--- src/rtl/xsa_pkg.sv ---
// shared types and constants for the xyz sample averager
`timescale 1ns / 1ps
`default_nettype none

package xsa_pkg;

    localparam int SUM_W   = 16;
    localparam int COUNT_W = 8;
    localparam int PADDR_W = 3;
    localparam int PDATA_W = 32;

    localparam int DATA_READY_BIT = 3;

    localparam logic CMD_SAMPLE = 1'b0;
    localparam logic CMD_GET    = 1'b1;

    localparam logic [0:0] REG_AVERAGE_COUNT = 1'b0;
    localparam logic [COUNT_W-1:0] AVERAGE_COUNT_RESET = 8'd16;

    typedef struct packed {
        logic [SUM_W-1:0]   x_sum;
        logic [SUM_W-1:0]   y_sum;
        logic [SUM_W-1:0]   z_sum;
        logic [COUNT_W-1:0] count;
    } t_entry;

    typedef struct packed {
        logic push;
        logic pop;
    } t_ring_ctl;

    typedef struct packed {
        logic empty;
        logic full;
    } t_ring_status;

endpackage

`default_nettype wire

--- src/rtl/xsa_ring.sv ---
// ring buffer of completed window entries with registered read
`timescale 1ns / 1ps
`default_nettype none

module xsa_ring #(
    parameter int RING_SLOTS = 16
) (
    input  wire logic                  i_clk,
    input  wire logic                  i_rst_n,
    input  xsa_pkg::t_ring_ctl         i_ctl,
    input  xsa_pkg::t_entry            i_wr_entry,
    output xsa_pkg::t_ring_status      o_status,
    output xsa_pkg::t_entry            o_rd_entry
);
    import xsa_pkg::*;

    localparam int PTR_W = (RING_SLOTS > 1) ? $clog2(RING_SLOTS) : 1;
    localparam logic [PTR_W-1:0] LAST_SLOT = PTR_W'(RING_SLOTS - 1);

    function automatic logic [PTR_W-1:0] next_slot(input logic [PTR_W-1:0] p);
        if (p == LAST_SLOT) begin
            return '0;
        end
        return p + 1'b1;
    endfunction

    t_entry           r_mem [RING_SLOTS];
    t_entry           r_rd_entry;
    logic [PTR_W-1:0] r_wr_ptr;
    logic [PTR_W-1:0] r_rd_ptr;

    always_ff @(posedge i_clk) begin
        if (!i_rst_n) begin
            r_wr_ptr <= '0;
            r_rd_ptr <= '0;
        end else begin
            if (i_ctl.push) begin
                r_wr_ptr <= next_slot(r_wr_ptr);
            end
            if (i_ctl.pop) begin
                r_rd_ptr <= next_slot(r_rd_ptr);
            end
        end
    end

    always_ff @(posedge i_clk) begin
        if (i_ctl.push) begin
            r_mem[r_wr_ptr] <= i_wr_entry;
        end
        if (i_ctl.pop) begin
            r_rd_entry <= r_mem[r_rd_ptr];
        end
    end

    assign o_status.empty = (r_wr_ptr == r_rd_ptr);
    assign o_status.full  = (next_slot(r_wr_ptr) == r_rd_ptr);
    assign o_rd_entry     = r_rd_entry;

    a_no_push_full: assert property (@(posedge i_clk) disable iff (!i_rst_n)
        i_ctl.push |-> !o_status.full)
        else $error("push into full ring");

    a_no_pop_empty: assert property (@(posedge i_clk) disable iff (!i_rst_n)
        i_ctl.pop |-> !o_status.empty)
        else $error("pop from empty ring");

    a_push_fills: assert property (@(posedge i_clk) disable iff (!i_rst_n)
        (i_ctl.push && !i_ctl.pop) |=> !o_status.empty)
        else $error("ring empty after push");

endmodule

`default_nettype wire

--- src/rtl/xyz_sample_averager_fifo.sv ---
// xyz sample averager: accumulate-and-dump windows into a result ring
//
// input channel (i_valid / o_ready) carries requests: command 0 is a sensor
// sample, command 1 asks for the oldest completed window
// samples with status bit 3 set are summed; when the count reaches
// average_count the sums and count go into the ring and the window clears
// a full ring drops the window and sets a sticky overflow flag
// output channel (o_valid / i_ready) returns one result per get request,
// in the cycle after the request is accepted; samples return nothing
// throughput is one request per cycle while o_ready is high, set by the
// single add and compare pass between input handshake and result register
// when the receiver stalls the result is held and o_ready drops until it
// is taken; a new request is taken in the same cycle the result leaves
// reset clears accumulators, ring pointers and the overflow flag and sets
// average_count to 16; ring contents need no clearing
// average_count sits at apb byte address 0, pready is always high
`timescale 1ns / 1ps
`default_nettype none

module xyz_sample_averager_fifo #(
    parameter int RING_SLOTS = 16
) (
    input  wire logic                          i_clk,
    input  wire logic                          i_rst_n,

    input  wire logic                          psel,
    input  wire logic                          penable,
    input  wire logic                          pwrite,
    input  wire logic [xsa_pkg::PADDR_W-1:0]   paddr,
    input  wire logic [xsa_pkg::PDATA_W-1:0]   pwdata,
    output logic      [xsa_pkg::PDATA_W-1:0]   prdata,
    output logic                               pready,

    input  wire logic                          i_valid,
    output logic                               o_ready,
    input  wire logic                          i_command,
    input  wire logic [7:0]                    i_status_byte,
    input  wire logic signed [7:0]             i_x_sample,
    input  wire logic signed [7:0]             i_y_sample,
    input  wire logic signed [7:0]             i_z_sample,

    output logic                               o_valid,
    input  wire logic                          i_ready,
    output logic                               o_entry_valid,
    output logic signed [15:0]                 o_x_sum,
    output logic signed [15:0]                 o_y_sum,
    output logic signed [15:0]                 o_z_sum,
    output logic [7:0]                         o_sample_count,
    output logic                               o_overflow_seen
);
    import xsa_pkg::*;

    logic [COUNT_W-1:0] r_avg_count;
    logic [SUM_W-1:0]   r_x_acc;
    logic [SUM_W-1:0]   r_y_acc;
    logic [SUM_W-1:0]   r_z_acc;
    logic [COUNT_W-1:0] r_win_count;
    logic               r_overflow;
    logic               r_out_valid;
    logic               r_out_hit;
    logic               r_out_ovf;

    logic [SUM_W-1:0]   n_x_acc;
    logic [SUM_W-1:0]   n_y_acc;
    logic [SUM_W-1:0]   n_z_acc;
    logic [COUNT_W-1:0] n_win_count;

    logic               in_acc;
    logic               get_acc;
    logic               sample_acc;
    logic               window_done;
    logic               cfg_wr;

    t_ring_ctl          ring_ctl;
    t_ring_status       ring_status;
    t_entry             wr_entry;
    t_entry             rd_entry;

    assign pready  = 1'b1;
    assign cfg_wr  = psel && penable && pwrite && pready
                     && (paddr[2] == REG_AVERAGE_COUNT);
    assign prdata  = (paddr[2] == REG_AVERAGE_COUNT)
                     ? {{(PDATA_W-COUNT_W){1'b0}}, r_avg_count} : '0;

    assign o_ready    = !r_out_valid || i_ready;
    assign in_acc     = i_valid && o_ready;
    assign get_acc    = in_acc && (i_command == CMD_GET);
    assign sample_acc = in_acc && (i_command == CMD_SAMPLE)
                        && i_status_byte[DATA_READY_BIT];

    always_comb begin
        n_x_acc     = r_x_acc + {{(SUM_W-8){i_x_sample[7]}}, i_x_sample};
        n_y_acc     = r_y_acc + {{(SUM_W-8){i_y_sample[7]}}, i_y_sample};
        n_z_acc     = r_z_acc + {{(SUM_W-8){i_z_sample[7]}}, i_z_sample};
        n_win_count = r_win_count + 1'b1;
        window_done = (n_win_count >= r_avg_count);
    end

    assign wr_entry.x_sum = n_x_acc;
    assign wr_entry.y_sum = n_y_acc;
    assign wr_entry.z_sum = n_z_acc;
    assign wr_entry.count = n_win_count;

    assign ring_ctl.push = sample_acc && window_done && !ring_status.full;
    assign ring_ctl.pop  = get_acc && !ring_status.empty;

    xsa_ring #(
        .RING_SLOTS (RING_SLOTS)
    ) u_ring (
        .i_clk      (i_clk),
        .i_rst_n    (i_rst_n),
        .i_ctl      (ring_ctl),
        .i_wr_entry (wr_entry),
        .o_status   (ring_status),
        .o_rd_entry (rd_entry)
    );

    always_ff @(posedge i_clk) begin
        if (!i_rst_n) begin
            r_avg_count <= AVERAGE_COUNT_RESET;
            r_x_acc     <= '0;
            r_y_acc     <= '0;
            r_z_acc     <= '0;
            r_win_count <= '0;
            r_overflow  <= 1'b0;
            r_out_valid <= 1'b0;
        end else begin
            if (cfg_wr) begin
                r_avg_count <= pwdata[COUNT_W-1:0];
            end
            if (sample_acc) begin
                if (window_done) begin
                    r_x_acc     <= '0;
                    r_y_acc     <= '0;
                    r_z_acc     <= '0;
                    r_win_count <= '0;
                    if (ring_status.full) begin
                        r_overflow <= 1'b1;
                    end
                end else begin
                    r_x_acc     <= n_x_acc;
                    r_y_acc     <= n_y_acc;
                    r_z_acc     <= n_z_acc;
                    r_win_count <= n_win_count;
                end
            end
            if (get_acc) begin
                r_out_valid <= 1'b1;
            end else if (i_ready) begin
                r_out_valid <= 1'b0;
            end
        end
    end

    always_ff @(posedge i_clk) begin
        if (get_acc) begin
            r_out_hit <= !ring_status.empty;
            r_out_ovf <= r_overflow;
        end
    end

    assign o_valid         = r_out_valid;
    assign o_entry_valid   = r_out_hit;
    assign o_x_sum         = r_out_hit ? $signed(rd_entry.x_sum) : '0;
    assign o_y_sum         = r_out_hit ? $signed(rd_entry.y_sum) : '0;
    assign o_z_sum         = r_out_hit ? $signed(rd_entry.z_sum) : '0;
    assign o_sample_count  = r_out_hit ? rd_entry.count : '0;
    assign o_overflow_seen = r_out_ovf;

    a_get_gives_result: assert property (@(posedge i_clk) disable iff (!i_rst_n)
        get_acc |=> r_out_valid)
        else $error("get request without result");

    a_overflow_sticky: assert property (@(posedge i_clk) disable iff (!i_rst_n)
        $past(r_overflow) |-> r_overflow)
        else $error("overflow flag cleared");

    a_window_clears: assert property (@(posedge i_clk) disable iff (!i_rst_n)
        (sample_acc && window_done) |=> (r_win_count == '0))
        else $error("window count not cleared after completion");

endmodule

`default_nettype wire

--- config.mk ---
export PLATFORM = sky130hd
export DESIGN_NAME = xyz_sample_averager_fifo
export DESIGN_NICKNAME = d
export VERILOG_FILES = /design/src/rtl/xsa_pkg.sv /design/src/rtl/xsa_ring.sv /design/src/rtl/xyz_sample_averager_fifo.sv
export SDC_FILE = /design/constraint.sdc
export NUM_CORES = 1
export LEC_CHECK = 0
export BUFFER_PORTS_ARGS = -buffer_cell sky130_fd_sc_hd__clkbuf_2
export CAP_MARGIN = 20
export CORE_MARGIN = 2
export CORE_UTILIZATION = 65
export CTS_CLUSTER_DIAMETER = 50
export CTS_CLUSTER_SIZE = 14
export DETAILED_ROUTE_END_ITERATION = 8
export GPL_TIMING_DRIVEN = 0
export PLACE_DENSITY_LB_ADDON = 0.12
export SETUP_SLACK_MARGIN = 0.02
export SYNTH_ARGS = -nofsm -noshare
export SYNTH_HDL_FRONTEND = slang
export SYNTH_SLANG_ARGS = --single-unit
--- constraint.sdc ---
create_clock -name i_clk -period 11.1 [get_ports i_clk]
set_input_delay 0.555 -clock i_clk [delete_from_list [all_inputs] [get_ports i_clk]]
set_output_delay 0.555 -clock i_clk [all_outputs]
set_load 0.02 [all_outputs]
======== Word level (Yosys, flattened, before mapping) ========
Memories as Yosys holds them, arrays and structs flattened. A register that Yosys moved wholly into a read port is not among the register bits.
Cells that the tools add are included.
cells by class
  $add $sub $neg .......................... 6
  $mul .................................... 0
  div/mod/pow operators ................... 0
  $lt $le $gt $ge ......................... 1
  eq/ne operators ......................... 4
  shifts and indexed selects .............. 0
  muxes and demuxes ....................... 24
  bitwise gates (word level) .............. 2
  reductions and logical operators ........ 16
operator list
  operator                                                       number
  16-bit two-way mux                                             6
  16-bit adder                                                   3
  8-bit two-way mux                                              3
  4-bit two-way mux                                              5
  1-bit logical AND                                              10
  1-bit two-way mux                                              10
  4-bit by 1-bit adder with 4-bit output, second input constant  2
  8-bit by 1-bit adder with 8-bit output, second input constant  1
  4-bit == test                                                  2
  4-bit == test, second input constant                           2
  8-bit >= comparator                                            1
  1-bit logical NOT                                              3
  3-bit AND reduction                                            1
  1-bit NOT                                                      2
  2-bit nonzero test                                             1
  1-bit logical OR                                               1
storage, ports and cells
  flip-flop bits (word level) ............. 76
  bits in latches ......................... 0
  memory bits (writable) .................. 896
  bits in read-only memories .............. 0
  bits of input ports ..................... 75
  memories kept ........................... 1
memory list
  memory        words  bits a word  rd ports  clocked after memory_dff  write ports  line            RTL
  u_ring.r_mem  16     56           1         1                         1            xsa_ring.sv:27  t_entry r_mem [RING_SLOTS];

======== Depth between registers and ports, before layout ========
  word-level depth ........................ 10
  mapped depth ............................ 12

======== Modules after synthesis ========
Synthesis repeated with hierarchy kept, for this count alone.
second synthesis, totals
  cell total of the unflattened synthesis .. 2233
  area total of the unflattened synthesis .. 41417.2 um^2
modules (own cells, without submodules)
  module                    instances  cells each  area each (um^2)  seq. area each (um^2)
  xsa_ring                  1          1503        35724.3           28747.6
  xyz_sample_averager_fifo  1          730         5693.0            1381.3

======== Worst setup path after synthesis ========
Ideal clock, no wire load.
  kind .................................... reg-to-reg
  start point ............................. register r_win_count[2]
  end point ............................... memory u_ring.r_mem[0][0] in the netlist's numbering, enable pin
  library setup time ...................... 420 ps
  arrival ................................. 4385 ps
  data required time ...................... 10680 ps
  slack ................................... 6295 ps
  cell stages (with the launch flop) ...... 13
  buffers on the path ..................... 1
  clock period less this slack ............ 4805 ps
  cell sequence ........................... dfxtp_1 -> and3_1 -> and3_1 -> nand3_1 -> xnor2_1 -> ha_1 -> nand3_1 -> o211ai_1 -> a21o_1 -> nand2_1 -> nor2_1 -> clkbuf_1 -> and3_1
between the ends
  cells in the longest elaborated chain, start to end .. 6
RTL lines
  item                                     line                             RTL
  start: declaration                       xyz_sample_averager_fifo.sv:57   logic [COUNT_W-1:0] r_win_count;
  start signal: assignment                 xyz_sample_averager_fifo.sv:144  r_win_count <= n_win_count;
  8-bit by 1-bit adder with 8-bit output   xyz_sample_averager_fifo.sv:95   n_win_count = r_win_count + 1'b1;
  via n_win_count[7]                       xyz_sample_averager_fifo.sv:66   logic [COUNT_W-1:0] n_win_count;
  8-bit >= comparator                      xyz_sample_averager_fifo.sv:96   window_done = (n_win_count >= r_avg_count);
  1-bit logical AND (2 in a row)           xyz_sample_averager_fifo.sv:104  assign ring_ctl.push = sample_acc && window_done && !ring_status.full;
  1-bit two-way mux                        xsa_ring.sv:47                   if (i_ctl.push) begin
  1-bit two-way mux (implied by the code)  xsa_ring.sv:48                   r_mem[r_wr_ptr] <= i_wr_entry;
  end: declaration                         xsa_ring.sv:27
The timed path passes the listed nets, and every way through them passes these cells.

======== Worst setup path after layout ========
  start point ............................. register r_win_count[0]
  end point ............................... memory u_ring.r_mem[10][29] in the netlist's numbering, enable pin
Same word-level chain as after synthesis.

==> results.yml <==
clock_network:
  worstSkewPairLatency_ns: 0.65
  clk_pin_slew_worst_paths_ns: 0.07
  cts_tree: "yes"
  post_cts_buffers: 0
  cts_buffers: 95
  holdBufCountCts: 0
  clockBufferDepth: 3
  ctsResizeCount: 0
  cts_sinks: 1028
  ctsRootBufferMaster: "clkbuf_16"
  cts_htree_levels: 3
drt:
  ant_nets: 0
  drt_iter0_markers: 2712
  vias: 22500
  drt-pass1-iter-count: 5
  wl_per_cell_microns: 31.4
  wl_mm: 105
  routed_via_density: 6.76
  drcViolationCount: 0
global_route:
  grt_usage: 0.322
  grt_max_degree: 45
  antenna_found_initial: 5
  use_met3: 0.0555
  met1_usage: 0.448
  grt_pass1_vias: 22100
  gr-total-overflow: 0
  top_usage_layer: "met2"
  grt_pass1_wl_mm: 151
  met2_usage: 0.532
worst_hold_path:
  hold_start: "pwdata[2]"
  hp-class: "in2reg"
  holdPathStages: 3
  min_to: "r_avg_count[2]"
timing:
  setup_tns_ns: 0
  setup_slack_ns: 5.85
  max_freq_mhz: 191
  slew_viol_final: 0
  min_period_ns: 5.25
  tightest_slew_ns: 1.17
  fin_crit_sh: 0.473
  max-slew-margin-rel: 0.217
  finalHoldViolCount: 0
  rsz0062_at_grt: "false"
  final-setup-viol-count: 0
  skew_ns: 0.0283
power_and_ir_drop:
  p_clk_frac: 0.416
  p_leak_nw: 15.3
  pwr-share-seq: 0.544
  vdd_drop_max_mv: 0.165
  p_comb_frac: 0.040
  total_power_mw: 7.90
  powerDensity_nw_per_um2: 167
  switching_share: 0.208
  intPower_mw: 6.26
  power.switching_mw: 1.64
yosys:
  synth_area_leader_cell: "edfxtp_1"
  avgSynthCellArea_sq_um: 19.6
  synth.area.top_cells: "edfxtp_1, mux4_2, dfxtp_1"
  synth-edff-count: 954
  yosysTopAreaCellShare: 0.690
  synth.top_cells.by_count: "edfxtp_1, mux4_2, dfxtp_1"
  yosysMostFrequentCell: "edfxtp_1"
  ys_seq_elements: 1028
  synth-main-ff-cell: "edfxtp_1"
  synthArstFlopShare: 0
  syn_area_sq_um: 41500
  synth_cell_types: 69
  yosys_warnings: 0
  yosysSeqAreaShare: 0.725
  syn_inst: 2124
setup_path:
  critPathRequiredTime_ns: 11.41
  cpPeakStageDelay_ns: 0.71
  crit_type: "reg2reg"
  slowest_stage: "and3_4"
  crit_fanout: 29
  reg2reg_slack_ns: 5.85
  timing.rr.end: "u_ring.r_mem[10][29]"
  start_kind: "flop"
  r2r-start: "r_win_count[0]"
  crit_chain: "and3_1, and3_1, nand3_1, xnor2_1, buf_4, ha_1, nand3_1, o211ai_1, a21o_1, nand2_1, nor2_1, clkbuf_1, and3_4, buf_16"
  crit_path_end_kind: "flop"
  reg2reg_depth: 14
  critPathArrivalTime_ns: 5.56
floorplan:
  io_pins: 168
  fp.dieW_microns: 257
  start_util: 0.659
  core_sq_um: 63100
  die-area_sq_um: 66000
  num_rows: 92
  die_h_microns: 257
cells_and_area:
  syn_to_final_growth_pct: 13.8
  drive_above_1_share: 0.272
  nNetsFinal: 2552
  utilization: 0.749
run_status:
  outcome: "completed"
place:
  dp_hpwl_mm: 61.5
  pre_cts_slack_ns: 5.53
  gp_congestion: 0.878
  numPortBuffers: 108
run:
  maxCapViolCount: 0
[through the flow]
| step | hold WS (ns) | instance area (sq um) | instances |
|---|---|---|---|
| 6_report | 0.136 | 47300 | 3330 |
| 4_1_cts | 0.115 | 47000 | 3294 |
| 3_5_place_dp | 0.454 | 43900 | 3130 |
| 5_1_grt | 0.127 | 47300 | 3328 |
| 3_3_place_gp | 0.440 | 43200 | 3101 |
| 2_1_floorplan | 0.409 | 41600 | 2147 |
[logic make-up after synthesis]
kind of cell / after synthesis / synth area share
xor gates and xnor gates: 45 / 0.00949
and+or+nand+nor: 316 / 0.0389
AOI/OAI and AO/OA: 227 / 0.0361
adders and majority gates: 62 / 0.0192
other: 2 / 0.000181
buffers and inverters: 159 / 0.0178
DFF: 1028 / 0.725
muxes: 285 / 0.153
[power groups by stage]
stage	logic (mW)	clock network (mW)	registers [mW]
3_5_place_dp	0.285	0	4.38
5_1_grt	0.337	3.44	4.30
6_report	0.313	3.29	4.30
3_3_place_gp	0.263	0	4.38
2_1_floorplan	0.181	0	4.38
4_1_cts	0.288	3.30	4.30
[worst max-delay path, delay by kind of cell (launching register included)]
| family | cells | cell delay, ns |
|---|---|---|
| AOI/OAI and AO/OA | 2 | 0.94 |
| xor gates and xnor gates | 1 | 0.27 |
| adders and majority gates | 1 | 0.20 |
| and+or+nand+nor | 7 | 2.02 |
| DFF | 1 | 0.41 |
| buffers and inverters | 3 | 1.01 |
[layout make-up]
type	count	area, sq um
inverters	35	131
flip-flops and latches	1028	30100
clock inverters	40	522
clock buffers	124	2570
diodes	2	5.00
repair buffers	171	1400
plain buffers	124	613
multi-input cells	960	10800
well taps	846	1060
fillers	3566	15800
[flip-flops by register name (all words and copies together) (netlist names), 4 cells and up]
name,count
u_ring.r_mem,896
r_win_count,8
r_avg_count,8
u_ring.r_rd_ptr,4
r_x_acc,16
u_ring.r_wr_ptr,4
u_ring.o_rd_entry,56
r_z_acc,16
r_y_acc,16
[per-layer routing]
metal / vias up / share of wire
met4: 2 / 0.032
met3: 214 / 0.096
met1: 11800 / 0.37
li1: 9212 / -
met5: - / 0.000096
met2: 1336 / 0.50
[worst max-delay path by stage]
stage | depth (start not counted) | from | end | slack (ns)
6_report | 14 | r_win_count[0] | u_ring.r_mem[10][29] | 5.85
5_1_grt | 14 | r_win_count[2] | u_ring.r_mem[10][51] | 5.63
4_1_cts | 13 | r_win_count[0] | u_ring.r_mem[10][30] | 5.46
3_5_place_dp | 13 | r_win_count[2] | u_ring.r_mem[9][30] | 5.53
3_3_place_gp | 12 | r_win_count[0] | u_ring.r_mem[8][30] | 3.61
2_1_floorplan | 12 | r_win_count[2] | u_ring.r_mem[0][0] | 6.29
[layout by cell type, fill, tap and decap left out, drive strengths merged, types with 4 or more instances in the layout]
cell type,n
edfxtp,954
clkbuf,295
mux4,280
buf,124
dfxtp,74
a21oi,72
and2,69
nor2,68
nand2,62
ha,59
o21ai,45
inv,43
nand3,31
xnor2,31
conb,25
and3,20
a22o,19
nor3,17
clkinv,17
xor2,14
a21o,13
o21a,11
a22oi,11
nand2b,10
bufinv,10
a211oi,10
nand4,9
o211ai,8
or3,8
nor2b,7
a31oi,5
clkinvlp,5
nand3b,4
mux2i,4
Power figures use the tool's default switching activity.
